**config.mk**
```make
export PLATFORM = sky130hd
export DESIGN_NAME = ata_pio_lba28_transfer_sequencer_flat
export DESIGN_NICKNAME = d
export VERILOG_FILES = /design/src/ata_seq_pkg.sv /design/src/ata_seq_if.sv /design/src/ata_seq_cfg.sv /design/src/ata_seq_core.sv /design/src/ata_seq_emit.sv /design/src/ata_pio_lba28_transfer_sequencer.sv /design/src/flat_wrapper.sv
export VERILOG_INCLUDE_DIRS = /design/src /design/src/src
export SDC_FILE = /design/constraint.sdc
export NUM_CORES = 1
export LEC_CHECK = 0
export BUFFER_PORTS_ARGS = -buffer_cell sky130_fd_sc_hd__buf_2
export CAP_MARGIN = 40
export CORE_MARGIN = 4
export CORE_UTILIZATION = 45
export CTS_BUF_LIST = sky130_fd_sc_hd__clkbuf_16
export CTS_CLUSTER_SIZE = 20
export DETAILED_ROUTE_END_ITERATION = 6
export GPL_TIMING_DRIVEN = 0
export PLACE_DENSITY_LB_ADDON = 0.08
export SETUP_SLACK_MARGIN = 0.1
export SYNTH_ARGS = -nofsm -noshare
export SYNTH_HDL_FRONTEND = slang
export SYNTH_SLANG_ARGS = --single-unit
```
**constraint.sdc**
```tcl
create_clock -name clk -period 20.9 [get_ports clk]
set_input_delay 3.135 -clock clk [delete_from_list [all_inputs] [get_ports clk]]
set_output_delay 3.135 -clock clk [all_outputs]
set_load 0.01 [all_outputs]
```
**src/ata_pio_lba28_transfer_sequencer_macros.svh**
```systemverilog
// Assertion helpers for the transfer sequencer.
`ifndef ATA_PIO_LBA28_TRANSFER_SEQUENCER_MACROS_SVH
`define ATA_PIO_LBA28_TRANSFER_SEQUENCER_MACROS_SVH

// Implication checked on every rising edge outside reset.
`define ATA_ASSERT_PROP(lbl, clk, rst_n, prop, msg) \
  lbl: assert property (@(posedge clk) disable iff (!rst_n) prop) else $error(msg);

// Condition that must never be true outside reset.
`define ATA_ASSERT_NEVER(lbl, clk, rst_n, cond, msg) \
  lbl: assert property (@(posedge clk) disable iff (!rst_n) !(cond)) else $error(msg);

`endif

```
**src/ata_seq_pkg.sv**
```systemverilog
package ata_seq_pkg;

  localparam int WORDS_PER_SECTOR = 256;
  localparam int WIDX_W = (WORDS_PER_SECTOR > 1) ? $clog2(WORDS_PER_SECTOR) : 1;

  localparam int MAX_RESULTS = 8;
  localparam int N_W = $clog2(MAX_RESULTS + 1);

  // field widths
  localparam int CMD_W   = 2;
  localparam int LBA_W   = 48;
  localparam int COUNT_W = 16;
  localparam int STAT_W  = 8;
  localparam int WORD_W  = 16;
  localparam int KIND_W  = 3;
  localparam int PORT_W  = 16;
  localparam int LBA28_W = 28;

  // configuration port
  localparam int ADDR_W = 3;
  localparam int DATA_W = 32;
  localparam logic REG_IO_BASE = 1'b0;
  localparam logic REG_CONTROL = 1'b1;
  localparam logic [PORT_W-1:0] IO_BASE_RST = 16'h01F0;
  localparam logic [PORT_W-1:0] CONTROL_RST = 16'h03F6;

  // input item codes
  localparam logic [CMD_W-1:0] CMD_READ   = 2'd0;
  localparam logic [CMD_W-1:0] CMD_WRITE  = 2'd1;
  localparam logic [CMD_W-1:0] CMD_STATUS = 2'd2;
  localparam logic [CMD_W-1:0] CMD_WORD   = 2'd3;

  // result kinds
  localparam logic [KIND_W-1:0] K_PORT_WRITE = 3'd0;
  localparam logic [KIND_W-1:0] K_PORT_READ  = 3'd1;
  localparam logic [KIND_W-1:0] K_TO_HOST    = 3'd2;
  localparam logic [KIND_W-1:0] K_HOST_REQ   = 3'd3;
  localparam logic [KIND_W-1:0] K_DONE_OK    = 3'd4;
  localparam logic [KIND_W-1:0] K_DONE_ERR   = 3'd5;

  // task-file register offsets
  localparam logic [PORT_W-1:0] OFF_DATA     = 16'd0;
  localparam logic [PORT_W-1:0] OFF_SECCOUNT = 16'd2;
  localparam logic [PORT_W-1:0] OFF_LBA0     = 16'd3;
  localparam logic [PORT_W-1:0] OFF_LBA1     = 16'd4;
  localparam logic [PORT_W-1:0] OFF_LBA2     = 16'd5;
  localparam logic [PORT_W-1:0] OFF_DEVSEL   = 16'd6;
  localparam logic [PORT_W-1:0] OFF_CMD      = 16'd7;

  // device bytes
  localparam logic [7:0] DEV_LBA_MODE  = 8'hE0;
  localparam logic [7:0] ATA_CMD_READ  = 8'h20;
  localparam logic [7:0] ATA_CMD_WRITE = 8'h30;
  localparam logic [7:0] SEC_MAX       = 8'hFF;
  localparam int ST_BSY = 7;
  localparam int ST_DRQ = 3;
  localparam int ST_ERR = 0;

  typedef struct packed {
    logic [KIND_W-1:0] kind;
    logic [PORT_W-1:0] port;
    logic [WORD_W-1:0] value;
  } res_t;

  typedef struct packed {
    logic [CMD_W-1:0]   cmd;
    logic [LBA_W-1:0]   lba;
    logic [COUNT_W-1:0] count;
    logic [STAT_W-1:0]  status_byte;
    logic [WORD_W-1:0]  data_word;
  } item_t;

  typedef struct packed {
    logic                        load;
    logic [N_W-1:0]              n;
    res_t [MAX_RESULTS-1:0]      list;
  } job_t;

  typedef struct packed {
    logic [PORT_W-1:0] io_base;
    logic [PORT_W-1:0] control_port;
  } cfg_t;

  function automatic res_t mk_res(logic [KIND_W-1:0] kind, logic [PORT_W-1:0] port,
                                  logic [WORD_W-1:0] value);
    res_t r;
    r.kind  = kind;
    r.port  = port;
    r.value = value;
    return r;
  endfunction

endpackage

```
**src/ata_seq_if.sv**
```systemverilog
interface ata_seq_in_if;
  logic                             valid;
  logic                             ready;
  logic [ata_seq_pkg::CMD_W-1:0]    cmd;
  logic [ata_seq_pkg::LBA_W-1:0]    lba;
  logic [ata_seq_pkg::COUNT_W-1:0]  count;
  logic [ata_seq_pkg::STAT_W-1:0]   status_byte;
  logic [ata_seq_pkg::WORD_W-1:0]   data_word;

  modport source (output valid, cmd, lba, count, status_byte, data_word, input ready);
  modport sink (input valid, cmd, lba, count, status_byte, data_word, output ready);
endinterface

interface ata_seq_out_if;
  logic                            valid;
  logic                            ready;
  logic [ata_seq_pkg::KIND_W-1:0]  kind;
  logic [ata_seq_pkg::PORT_W-1:0]  port;
  logic [ata_seq_pkg::WORD_W-1:0]  value;
  logic                            last;

  modport source (output valid, kind, port, value, last, input ready);
  modport sink (input valid, kind, port, value, last, output ready);
endinterface

```
**src/ata_seq_cfg.sv**
```systemverilog
module ata_seq_cfg (
  input  logic                              clk,
  input  logic                              rst_n,
  input  logic                              psel,
  input  logic                              penable,
  input  logic                              pwrite,
  input  logic [ata_seq_pkg::ADDR_W-1:0]    paddr,
  input  logic [ata_seq_pkg::DATA_W-1:0]    pwdata,
  output logic [ata_seq_pkg::DATA_W-1:0]    prdata,
  output ata_seq_pkg::cfg_t                 cfg
);

  logic [ata_seq_pkg::PORT_W-1:0] io_base_r;
  logic [ata_seq_pkg::PORT_W-1:0] control_r;
  logic                           wr_en;
  logic                           reg_sel;

  // registers sit on 4-byte boundaries
  assign reg_sel = paddr[2];
  assign wr_en   = psel && penable && pwrite;

  always_ff @(posedge clk) begin
    if (!rst_n) begin
      io_base_r <= ata_seq_pkg::IO_BASE_RST;
      control_r <= ata_seq_pkg::CONTROL_RST;
    end else if (wr_en) begin
      unique case (reg_sel)
        ata_seq_pkg::REG_IO_BASE: io_base_r <= pwdata[ata_seq_pkg::PORT_W-1:0];
        ata_seq_pkg::REG_CONTROL: control_r <= pwdata[ata_seq_pkg::PORT_W-1:0];
        default: ;
      endcase
    end
  end

  always_comb begin
    unique case (reg_sel)
      ata_seq_pkg::REG_IO_BASE:
        prdata = {{(ata_seq_pkg::DATA_W-ata_seq_pkg::PORT_W){1'b0}}, io_base_r};
      ata_seq_pkg::REG_CONTROL:
        prdata = {{(ata_seq_pkg::DATA_W-ata_seq_pkg::PORT_W){1'b0}}, control_r};
      default: prdata = '0;
    endcase
  end

  assign cfg.io_base      = io_base_r;
  assign cfg.control_port = control_r;

endmodule

```
**src/ata_seq_core.sv**
```systemverilog
module ata_seq_core (
  input  logic                clk,
  input  logic                rst_n,
  input  logic                fire,
  input  ata_seq_pkg::item_t  item,
  input  ata_seq_pkg::cfg_t   cfg,
  output ata_seq_pkg::job_t   job
);

  typedef enum logic [1:0] {
    PH_IDLE   = 2'd0,
    PH_STATUS = 2'd1,
    PH_XFER   = 2'd2
  } phase_t;

  localparam int N_W = ata_seq_pkg::N_W;
  localparam logic [ata_seq_pkg::N_W-1:0]    N_ONE     = ata_seq_pkg::N_W'(1);
  localparam logic [ata_seq_pkg::N_W-1:0]    N_TWO     = ata_seq_pkg::N_W'(2);
  localparam logic [ata_seq_pkg::WIDX_W-1:0] WIDX_LAST =
    ata_seq_pkg::WIDX_W'(ata_seq_pkg::WORDS_PER_SECTOR - 1);

  phase_t                           phase_r, phase_nxt;
  logic                             writing_r, writing_nxt;
  logic                             bsc_r, bsc_nxt;
  logic [7:0]                       total_r, total_nxt;
  logic [7:0]                       sec_r, sec_nxt;
  logic [ata_seq_pkg::WIDX_W-1:0]   widx_r, widx_nxt;

  logic [7:0]                       n_sec;
  logic [ata_seq_pkg::PORT_W-1:0]   p_data;
  ata_seq_pkg::res_t                ask_status;
  ata_seq_pkg::res_t                ask_word;

  function automatic logic [ata_seq_pkg::PORT_W-1:0] byte16(logic [7:0] b);
    return {8'h00, b};
  endfunction

  assign p_data     = cfg.io_base + ata_seq_pkg::OFF_DATA;
  assign ask_status = ata_seq_pkg::mk_res(ata_seq_pkg::K_PORT_READ,
                                          cfg.io_base + ata_seq_pkg::OFF_CMD, '0);
  assign ask_word   = writing_r ? ata_seq_pkg::mk_res(ata_seq_pkg::K_HOST_REQ, '0, '0)
                                : ata_seq_pkg::mk_res(ata_seq_pkg::K_PORT_READ, p_data, '0);
  assign n_sec      = (|item.count[15:8]) ? ata_seq_pkg::SEC_MAX : item.count[7:0];

  always_comb begin
    phase_nxt   = phase_r;
    writing_nxt = writing_r;
    bsc_nxt     = bsc_r;
    total_nxt   = total_r;
    sec_nxt     = sec_r;
    widx_nxt    = widx_r;
    job         = '0;

    unique case (item.cmd) inside
      ata_seq_pkg::CMD_READ, ata_seq_pkg::CMD_WRITE: begin
        if (phase_r != PH_STATUS && phase_r != PH_XFER) begin
          job.load = 1'b1;
          if (item.count == '0) begin
            job.n       = N_ONE;
            job.list[0] = ata_seq_pkg::mk_res(ata_seq_pkg::K_DONE_OK, '0, '0);
          end else if (|item.lba[ata_seq_pkg::LBA_W-1:ata_seq_pkg::LBA28_W]) begin
            job.n       = N_ONE;
            job.list[0] = ata_seq_pkg::mk_res(ata_seq_pkg::K_DONE_ERR, '0, '0);
          end else begin
            job.n       = N_W'(ata_seq_pkg::MAX_RESULTS);
            job.list[0] = ata_seq_pkg::mk_res(ata_seq_pkg::K_PORT_WRITE,
                                              cfg.control_port, '0);
            job.list[1] = ata_seq_pkg::mk_res(ata_seq_pkg::K_PORT_WRITE,
                            cfg.io_base + ata_seq_pkg::OFF_DEVSEL,
                            byte16(ata_seq_pkg::DEV_LBA_MODE | {4'h0, item.lba[27:24]}));
            job.list[2] = ata_seq_pkg::mk_res(ata_seq_pkg::K_PORT_WRITE,
                            cfg.io_base + ata_seq_pkg::OFF_SECCOUNT, byte16(n_sec));
            job.list[3] = ata_seq_pkg::mk_res(ata_seq_pkg::K_PORT_WRITE,
                            cfg.io_base + ata_seq_pkg::OFF_LBA0, byte16(item.lba[7:0]));
            job.list[4] = ata_seq_pkg::mk_res(ata_seq_pkg::K_PORT_WRITE,
                            cfg.io_base + ata_seq_pkg::OFF_LBA1, byte16(item.lba[15:8]));
            job.list[5] = ata_seq_pkg::mk_res(ata_seq_pkg::K_PORT_WRITE,
                            cfg.io_base + ata_seq_pkg::OFF_LBA2, byte16(item.lba[23:16]));
            job.list[6] = ata_seq_pkg::mk_res(ata_seq_pkg::K_PORT_WRITE,
                            cfg.io_base + ata_seq_pkg::OFF_CMD,
                            byte16((item.cmd == ata_seq_pkg::CMD_WRITE) ?
                                   ata_seq_pkg::ATA_CMD_WRITE : ata_seq_pkg::ATA_CMD_READ));
            job.list[7] = ask_status;
            writing_nxt = (item.cmd == ata_seq_pkg::CMD_WRITE);
            total_nxt   = n_sec;
            sec_nxt     = '0;
            widx_nxt    = '0;
            bsc_nxt     = 1'b0;
            phase_nxt   = PH_STATUS;
          end
        end
      end
      ata_seq_pkg::CMD_STATUS: begin
        if (phase_r == PH_STATUS) begin
          job.load = 1'b1;
          job.n    = N_ONE;
          if (!bsc_r && item.status_byte[ata_seq_pkg::ST_BSY]) begin
            job.list[0] = ask_status;
          end else begin
            bsc_nxt = 1'b1;
            if (item.status_byte[ata_seq_pkg::ST_ERR]) begin
              job.list[0] = ata_seq_pkg::mk_res(ata_seq_pkg::K_DONE_ERR, '0, '0);
              phase_nxt   = PH_IDLE;
            end else if (item.status_byte[ata_seq_pkg::ST_DRQ]) begin
              job.list[0] = ask_word;
              widx_nxt    = '0;
              phase_nxt   = PH_XFER;
            end else begin
              job.list[0] = ask_status;
            end
          end
        end
      end
      ata_seq_pkg::CMD_WORD: begin
        if (phase_r == PH_XFER) begin
          job.load    = 1'b1;
          job.n       = N_TWO;
          job.list[0] = writing_r ?
                        ata_seq_pkg::mk_res(ata_seq_pkg::K_PORT_WRITE, p_data, item.data_word) :
                        ata_seq_pkg::mk_res(ata_seq_pkg::K_TO_HOST, '0, item.data_word);
          if (widx_r != WIDX_LAST) begin
            widx_nxt    = widx_r + ata_seq_pkg::WIDX_W'(1);
            job.list[1] = ask_word;
          end else begin
            widx_nxt = '0;
            sec_nxt  = sec_r + 8'd1;
            if (sec_nxt >= total_r) begin
              job.list[1] = ata_seq_pkg::mk_res(ata_seq_pkg::K_DONE_OK, '0, '0);
              phase_nxt   = PH_IDLE;
            end else begin
              job.list[1] = ask_status;
              bsc_nxt     = 1'b0;
              phase_nxt   = PH_STATUS;
            end
          end
        end
      end
    endcase
  end

  always_ff @(posedge clk) begin
    if (!rst_n) begin
      phase_r   <= PH_IDLE;
      writing_r <= 1'b0;
      bsc_r     <= 1'b0;
      total_r   <= '0;
      sec_r     <= '0;
      widx_r    <= '0;
    end else if (fire) begin
      phase_r   <= phase_nxt;
      writing_r <= writing_nxt;
      bsc_r     <= bsc_nxt;
      total_r   <= total_nxt;
      sec_r     <= sec_nxt;
      widx_r    <= widx_nxt;
    end
  end

endmodule

```
**src/ata_seq_emit.sv**
```systemverilog
module ata_seq_emit (
  input  logic                                clk,
  input  logic                                rst_n,
  input  logic                                fire,
  input  ata_seq_pkg::job_t                   job,
  output logic                                in_ready,
  input  logic                                out_ready,
  output logic                                out_valid,
  output ata_seq_pkg::res_t                   out_res,
  output logic                                out_last,
  output logic [ata_seq_pkg::N_W-1:0]         rem
);

  ata_seq_pkg::res_t [ata_seq_pkg::MAX_RESULTS-1:0] list_r, list_nxt;
  logic [ata_seq_pkg::N_W-1:0]                      rem_r;
  logic                                             out_valid_r;
  ata_seq_pkg::res_t                                out_res_r;
  logic                                             out_last_r;
  logic                                             move;
  logic                                             final_one;

  assign final_one = (rem_r == ata_seq_pkg::N_W'(1));
  assign move      = (rem_r != '0) && (!out_valid_r || out_ready);
  assign in_ready  = (rem_r == '0) || (final_one && move);

  // pending results advance toward slot 0
  always_comb begin
    for (int i = 0; i < ata_seq_pkg::MAX_RESULTS - 1; i++) begin
      list_nxt[i] = list_r[i+1];
    end
    list_nxt[ata_seq_pkg::MAX_RESULTS-1] = '0;
  end

  always_ff @(posedge clk) begin
    if (fire && job.load) begin
      list_r <= job.list;
    end else if (move) begin
      list_r <= list_nxt;
    end
    if (move) begin
      out_res_r  <= list_r[0];
      out_last_r <= final_one;
    end
  end

  always_ff @(posedge clk) begin
    if (!rst_n) begin
      rem_r       <= '0;
      out_valid_r <= 1'b0;
    end else begin
      if (fire && job.load) begin
        rem_r <= job.n;
      end else if (move) begin
        rem_r <= rem_r - ata_seq_pkg::N_W'(1);
      end
      if (move) begin
        out_valid_r <= 1'b1;
      end else if (out_ready) begin
        out_valid_r <= 1'b0;
      end
    end
  end

  assign out_valid = out_valid_r;
  assign out_res   = out_res_r;
  assign out_last  = out_last_r;
  assign rem       = rem_r;

endmodule

```
**src/ata_pio_lba28_transfer_sequencer.sv**
```systemverilog
// Output: an accepted item's results are written into the pending result list and from
//   there move one at a time into the output register while the output is not stalled.
// Throughput: one item per cycle when it causes one result or none and the output is
//   not stalled; items causing more hold the input until the single output register
//   drains the pending result list (results: request 8 or 1, data word 2, status 1).
// Reset: synchronous, active low; clears phase and counters, sets io_base to 0x1F0
//   and control_port to 0x3F6, and empties the result list and invalidates the output.
`include "ata_pio_lba28_transfer_sequencer_macros.svh"

module ata_pio_lba28_transfer_sequencer (
  input  logic                              clk,
  input  logic                              rst_n,
  ata_seq_in_if.sink                        in_if,
  ata_seq_out_if.source                     out_if,
  input  logic                              psel,
  input  logic                              penable,
  input  logic                              pwrite,
  input  logic [ata_seq_pkg::ADDR_W-1:0]    paddr,
  input  logic [ata_seq_pkg::DATA_W-1:0]    pwdata,
  output logic [ata_seq_pkg::DATA_W-1:0]    prdata,
  output logic                              pready
);

  ata_seq_pkg::cfg_t              cfg;
  ata_seq_pkg::item_t             item;
  ata_seq_pkg::job_t              job;
  ata_seq_pkg::res_t              out_res;
  logic                           in_ready;
  logic                           in_fire;
  logic [ata_seq_pkg::N_W-1:0]    rem_cnt;
  logic                           load_fire;
  logic                           out_done;
  logic                           out_wr;

  // register file never stalls the bus
  assign pready = 1'b1;

  ata_seq_cfg u_cfg (
    .clk     (clk),
    .rst_n   (rst_n),
    .psel    (psel),
    .penable (penable),
    .pwrite  (pwrite),
    .paddr   (paddr),
    .pwdata  (pwdata),
    .prdata  (prdata),
    .cfg     (cfg)
  );

  assign item.cmd         = in_if.cmd;
  assign item.lba         = in_if.lba;
  assign item.count       = in_if.count;
  assign item.status_byte = in_if.status_byte;
  assign item.data_word   = in_if.data_word;

  assign in_if.ready = in_ready;
  assign in_fire     = in_if.valid && in_ready;

  // Decode the accepted item against the phase state and build its result list;
  // sequencer state moves on at the same edge so the next item sees it at once.
  ata_seq_core u_core (
    .clk   (clk),
    .rst_n (rst_n),
    .fire  (in_fire),
    .item  (item),
    .cfg   (cfg),
    .job   (job)
  );

  // Holds the pending results and feeds them one per cycle into the output register while the output is not stalled.
  // A new item is taken when the list is empty or while its final pending result moves out.
  ata_seq_emit u_emit (
    .clk       (clk),
    .rst_n     (rst_n),
    .fire      (in_fire),
    .job       (job),
    .in_ready  (in_ready),
    .out_ready (out_if.ready),
    .out_valid (out_if.valid),
    .out_res   (out_res),
    .out_last  (out_if.last),
    .rem       (rem_cnt)
  );

  assign out_if.kind  = out_res.kind;
  assign out_if.port  = out_res.port;
  assign out_if.value = out_res.value;

  assign load_fire = in_fire && job.load;
  assign out_done  = (out_if.kind == ata_seq_pkg::K_DONE_OK) ||
                     (out_if.kind == ata_seq_pkg::K_DONE_ERR);
  assign out_wr    = (out_if.kind == ata_seq_pkg::K_PORT_WRITE);

  // a loaded list is exactly as long as the decoder said
  `ATA_ASSERT_PROP(a_list_len, clk, rst_n, load_fire |=> (rem_cnt == $past(job.n)), "list length")

  // completions always close an item
  `ATA_ASSERT_PROP(a_done_last, clk, rst_n, (out_if.valid && out_done) |-> out_if.last, "done not last")

  // a port write is always followed by another result of the same item
  `ATA_ASSERT_NEVER(a_write_not_last, clk, rst_n, out_if.valid && out_if.last && out_wr, "write last")

endmodule
```
**src/flat_wrapper.sv**
```systemverilog
// flat-port wrapper written by rule: the top's interface ports become plain ports
module ata_pio_lba28_transfer_sequencer_flat 
  (clk, rst_n, psel, penable, pwrite, paddr, pwdata, prdata, pready, in_if_valid, in_if_cmd, in_if_lba, in_if_count, in_if_status_byte, in_if_data_word, in_if_ready, out_if_valid, out_if_kind, out_if_port, out_if_value, out_if_last, out_if_ready);
  ata_seq_in_if in_if_i ();
  ata_seq_out_if out_if_i ();
  input  logic clk;
  input  logic rst_n;
  input  logic psel;
  input  logic penable;
  input  logic pwrite;
  input  logic [ata_seq_pkg::ADDR_W-1:0] paddr;
  input  logic [ata_seq_pkg::DATA_W-1:0] pwdata;
  output logic [ata_seq_pkg::DATA_W-1:0] prdata;
  output logic pready;
  input wire logic [$bits(in_if_i.valid)-1:0] in_if_valid;
  input wire logic [$bits(in_if_i.cmd)-1:0] in_if_cmd;
  input wire logic [$bits(in_if_i.lba)-1:0] in_if_lba;
  input wire logic [$bits(in_if_i.count)-1:0] in_if_count;
  input wire logic [$bits(in_if_i.status_byte)-1:0] in_if_status_byte;
  input wire logic [$bits(in_if_i.data_word)-1:0] in_if_data_word;
  output wire logic [$bits(in_if_i.ready)-1:0] in_if_ready;
  output wire logic [$bits(out_if_i.valid)-1:0] out_if_valid;
  output wire logic [$bits(out_if_i.kind)-1:0] out_if_kind;
  output wire logic [$bits(out_if_i.port)-1:0] out_if_port;
  output wire logic [$bits(out_if_i.value)-1:0] out_if_value;
  output wire logic [$bits(out_if_i.last)-1:0] out_if_last;
  input wire logic [$bits(out_if_i.ready)-1:0] out_if_ready;
  assign in_if_i.valid = in_if_valid;
  assign in_if_i.cmd = in_if_cmd;
  assign in_if_i.lba = in_if_lba;
  assign in_if_i.count = in_if_count;
  assign in_if_i.status_byte = in_if_status_byte;
  assign in_if_i.data_word = in_if_data_word;
  assign in_if_ready = in_if_i.ready;
  assign out_if_valid = out_if_i.valid;
  assign out_if_kind = out_if_i.kind;
  assign out_if_port = out_if_i.port;
  assign out_if_value = out_if_i.value;
  assign out_if_last = out_if_i.last;
  assign out_if_i.ready = out_if_ready;
  ata_pio_lba28_transfer_sequencer u_core (.clk(clk), .rst_n(rst_n), .in_if(in_if_i), .out_if(out_if_i), .psel(psel), .penable(penable), .pwrite(pwrite), .paddr(paddr), .pwdata(pwdata), .prdata(prdata), .pready(pready));
endmodule
```
==> impl_metrics.yaml, run 1 <==
timing:
  report.final.slew_viol_count: 0
  maxSlewHeadroom_pct: 39.8
  fin_skew_ns: 0.0165
  fin_crit_sh_pct: 35.9
  final_hold_viol_count: 0
  period_minus_slack_ns: 7.49
  setup_viol: 0
  holdWs_ns: 0.416
  setup_tns_ns: 0
  worst_pin_slew_ns: 0.896
  fmax_mhz: 133
  rsz0062_at_grt: "false"
final_layout:
  drive_gt1_share_pct: 19.5
  diodes: 0
  final_cell_area_sq_um: 17100
  fin_nets: 1745
  area_delta_synth_final_pct: 17.5
synth:
  synth_cells: 1373
  yosysMostFrequentCell: "edfxtp_1"
  ys_types: 78
  synth_top_area_share_pct: 48.1
  yosysTopAreaCell: "edfxtp_1"
  syn_area_sq_um: 14500
  ys_seq_elements: 298
  async_flop_share_pct: 0
  ys_seq_area_share_pct: 57.0
  synth_ff_type: "edfxtp_1"
  syn_avg_cell_area_sq_um: 10.6
  yosys_warnings: 0
  synthTopCellsByCount: "edfxtp_1, nand2_1, o21ai_0"
  synth_edf_count: 233
  synthTopCellsByArea: "edfxtp_1, dfxtp_1, nand2_1, o21ai_0, a21oi_1"
flow_run:
  cap_violations: 0
clock_tree:
  numClockSinks: 298
  cts_resized: 0
  cts_setup_buffers: 0
  clock_latency_ns: 0.52
  root_buffer: "clkbuf_16"
  holdBufCountCts: 0
  cts_tree: "done"
  cts.clk_slew.worst_paths_ns: 0.06
  cts_made_buffers: 35
  htree_levels: 2
  clockBufferDepth: 3
placed_design:
  io_buffer_count: 161
  place_area_sq_um: 16000
  gp_congestion: 0.909
  dp_hpwl_mm: 31.0
worst_setup_path:
  cp.required_ns: 17.77
  crit_type: "in -> out"
  cp-start-kind: "primary input"
  cp_max_fo: 10
  cp_data_arrival_time_ns: 4.36
  reg2reg_slack_ns: 16.97
  critPathCaptureType: "output port"
grt:
  grt_pass1_wl_mm: 63.6
  antenna_found_initial: 0
  grt_pass1_vias: 10800
  grt_max_degree: 58
  grt_usage_pct: 23.0
  grt_overflow: 0
floorplan:
  die_h_um: 188
  coreArea_sq_um: 31700
  initial_utilization_pct: 45.9
  die_area_sq_um: 35300
  ios: 203
  row_count: 65
  die_w_um: 188
route:
  drt-initial-drc-count: 1107
  drtAntennaViolNets: 0
  firstDrtPassIters: 5
  wirelength_mm: 41.8
  route.detailed.drc: 0
  vias: 11300
  vias_per_cell: 5.61
  routedWlPerCell_um: 20.7
power_and_ir_drop:
  p_leak_nw: 6.70
  ir_worst_vdd_v: 0.0000642
  power_density_nw_per_um2: 127
status:
  status: "completed"
hold_path:
  hp-class: "reg -> reg"
-- cell type report --
cell class	instances	area, sq um
fill	2877	14600
sequential	298	8300
multi-input combinational	959	5690
clock buffer	38	951
timing repair buffer	165	901
buffer	109	538
tap	402	503
clock inverter	24	133
inverter	22	82.6
-- state kept, by name, summed over array words and instances, names as in the netlist, 2 cells and up --
register                cells
u_core.u_cfg.io_base_r     16
u_core.u_core.sec_r         8
u_core.u_emit.rem           4
u_core.u_core.phase_r       2
u_core.u_emit.out_res      35
u_core.u_core.total_r       8
u_core.u_emit.list_nxt    162
u_core.u_cfg.control_r     16
u_core.u_core.widx_r        8
u_core.u_emit.list_r       35
-- kinds of logic after synthesis --
logic type / share of synthesized area, %
buffers and inverters: 4.27
xor gates and xnor gates: 5.00
other: 0.0516
muxes: 0.998
DFF: 57.0
adders and majority gates: 1.98
AOI/OAI and AO/OA: 14.6
and+or+nand+nor: 16.1
-- power by group --
| part | total, mW | internal, mW | switching (mW) | leakage, nW |
|---|---|---|---|---|
| Clock | 0.574 | 0.338 | 0.236 | 0.567 |
| Sequential | 1.08 | 1.02 | 0.0618 | 2.89 |
| Combinational | 0.522 | 0.183 | 0.339 | 3.24 |
| Total | 2.18 | 1.54 | 0.636 | 6.70 |
-- routing by layer --
metal,global-route usage [%],vias to the layer above,part of all wire [%]
met2,35.1,461,44
met3,3.72,61,7.8
met1,34.7,5429,46
met5,0,-,0
met4,5.19,0,1.9
li1,-,5361,-
-- stage by stage --
stage	power (mW)	setup slack [ns]	utilization [%]	std cells
after floorplan	1.46	11.77	-	1388
after global placement	1.65	8.95	50.2	1951
after detailed placement	1.62	13.41	50.5	1955
after CTS	2.19	13.40	53.9	2017
after global routing	2.29	13.38	53.9	2017
final	2.18	13.41	53.9	2017
-- placed cells by master (no fill, tap or decap), types with 23 or more instances in the layout --
cell type | Yosys | layout
a21o_1 | 30 | 30
a21oi_1 | 80 | 80
a22o_1 | 28 | 28
and2_1 | 25 | 25
buf_2 | 36 | 197
clkbuf_1 | 42 | 42
clkbuf_16 | 0 | 38
dfxtp_1 | 65 | 65
edfxtp_1 | 233 | 233
ha_1 | 23 | 23
inv_1 | 20 | 30
nand2_1 | 224 | 223
nand3_1 | 54 | 54
nor2_1 | 84 | 84
nor3_1 | 32 | 32
o21ai_0 | 101 | 101
xnor2_1 | 45 | 45
xor2_1 | 38 | 38
-- path summary, 6_finish.rpt --
kind,startpoint,to,depth (start not counted)
setup / recovery,paddr[2],prdata[3],4
hold reg to reg,u_core.u_emit.list_r[32],u_core.u_emit.out_res[32],0
hold / removal,u_core.u_emit.list_r[32],u_core.u_emit.out_res[32],0
setup reg to reg,u_core.u_emit.rem[0],u_core.u_emit.list_nxt[197],11
-- worst max-delay path: stages --
cell,delay (ns)
buf_2,0.12
buf_1,0.52
mux2_2,0.44
buf_2,0.15
Power figures use the tool's default switching activity.
==> inputs of run 2 (changes only) <==
==> constraint.sdc (replaced) <==
create_clock -name clk -period 6.81 [get_ports clk]
set_input_delay 1.0215 -clock clk [delete_from_list [all_inputs] [get_ports clk]]
set_output_delay 1.0215 -clock clk [all_outputs]
set_load 0.01 [all_outputs]
==> impl_metrics.yaml, run 2 (synthesis results as in run 1) <==
timing:
  worst_pin_slew_ns: 0.948
  holdWs_ns: 0.415
  period_minus_slack_ns: 3.91
  fmax_mhz: 256
  report.final.slew_viol_count: 0
  final_hold_viol_count: 0
  rsz0062_at_grt: "false"
  maxSlewHeadroom_pct: 36.7
  fin_crit_sh_pct: 57.4
  setup_viol: 0
  fin_skew_ns: 0.0178
  setup_tns_ns: 0
final_layout:
  drive_gt1_share_pct: 19.9
  final_common_cell: "edfxtp_1"
  fin_nets: 1744
  area_delta_synth_final_pct: 17.7
  largest_register_ffs: 162
  final_cell_mix: "edfxtp_1, nand2_1, buf_2"
  diodes: 0
  final_util_pct: 54.0
  final_cell_area_sq_um: 17100
hold_path:
  hp-class: "reg -> reg"
floorplan:
  die_w_um: 188
  die_h_um: 188
  initial_utilization_pct: 45.9
  ios: 203
  row_count: 65
  coreArea_sq_um: 31700
  die_area_sq_um: 35300
route:
  drtAntennaViolNets: 0
  drt-initial-drc-count: 1020
  wirelength_mm: 41.5
  route.detailed.drc: 0
  firstDrtPassIters: 7
  routedWlPerCell_um: 20.6
  vias_per_cell: 5.59
  vias: 11300
clock_tree:
  numClockSinks: 298
  cts_setup_buffers: 0
  cts_made_buffers: 35
  htree_levels: 2
  cts_tree: "done"
  root_buffer: "clkbuf_16"
  cts.clk_slew.worst_paths_ns: 0.06
  cts_resized: 0
  holdBufCountCts: 0
  clock_latency_ns: 0.52
  clockBufferDepth: 3
placed_design:
  dp_hpwl_mm: 30.5
  gp_congestion: 0.905
  io_buffer_count: 161
  place_area_sq_um: 16000
grt:
  grt_overflow: 0
  grt_pass1_wl_mm: 63.0
  antenna_found_initial: 0
  grt_pass1_vias: 10800
  grt_usage_pct: 22.8
  grt_max_degree: 113
worst_setup_path:
  cp_data_arrival_time_ns: 4.11
  cp.required_ns: 7.01
  critPathCaptureType: "flip-flop"
  reg2reg_slack_ns: 2.90
  cp_max_fo: 10
  crit_type: "reg -> reg"
  cp-start-kind: "flip-flop"
power_and_ir_drop:
  p_leak_nw: 6.67
  ir_worst_vdd_v: 0.000323
  power_density_nw_per_um2: 392
flow_run:
  cap_violations: 0
status:
  status: "completed"
run 2: cell types whose count changed in the layout (fill, tap and decap cells not counted), sizes merged:
cell,change
inv,-9
bufinv,+2
buf,-1
clkbuf,-1
clkinv,+7
clkinvlp,+2
run 2: per-stage QoR:
stage                     std cells  setup WS, ns  total power, mW
after floorplan                1388          1.83             4.39
after global placement         1951        0.0425             4.96
after detailed placement       1954          2.71             4.92
after CTS                      2017          3.05             6.77
after global routing           2017          2.84             7.05
final                          2017          2.90             6.71
run 2: cell type report:
| cell class | instances | area [sq um] |
|---|---|---|
| fillers | 2863 | 14600 |
| plain buffers | 109 | 538 |
| flip-flops and latches | 298 | 8300 |
| multi-input cells | 959 | 5700 |
| well taps | 402 | 503 |
| clock inverters | 26 | 203 |
| repair buffers | 164 | 865 |
| clock buffers | 37 | 926 |
| inverters | 22 | 82.6 |
run 2: report_power, final:
| group | switching [mW] | internal [mW] | total (mW) | leakage, nW |
|---|---|---|---|---|
| combinational | 1.02 | 0.526 | 1.55 | 3.22 |
| clock | 0.742 | 1.10 | 1.84 | 0.557 |
| sequential | 0.191 | 3.13 | 3.33 | 2.89 |
run 2: path summary, 6_finish.rpt:
kind / start / end / cells after the start
hold reg to reg: u_core.u_emit.list_r[29] / u_core.u_emit.out_res[29] / 0
setup reg to reg: u_core.u_cfg.io_base_r[1] / u_core.u_emit.list_nxt[26] / 9
setup / recovery: u_core.u_cfg.io_base_r[1] / u_core.u_emit.list_nxt[26] / 9
hold / removal: u_core.u_emit.list_r[29] / u_core.u_emit.out_res[29] / 0
run 2: worst max-delay path: stages (launching register included):
cell and delay (ns):
dfxtp_1 0.37, clkbuf_1 0.35, inv_1 0.41, ha_1 0.22
clkbuf_1 0.54, nor2b_1 0.24, o21ai_1 0.62, nor2_1 0.16
xnor2_1 0.42, o211ai_1 0.27
run 2: per-layer routing:
layer / vias up / part of all wire [%] / global-route usage [%] / routed length [um]
li1: 5371 / - / - / -
met3: 72 / 7.2 / 3.63 / 2980
met5: - / 0 / 0 / 0
met1: 5395 / 46 / 34.0 / 19200
met2: 435 / 44 / 34.7 / 18300
met4: 0 / 2.4 / 6.10 / 1000
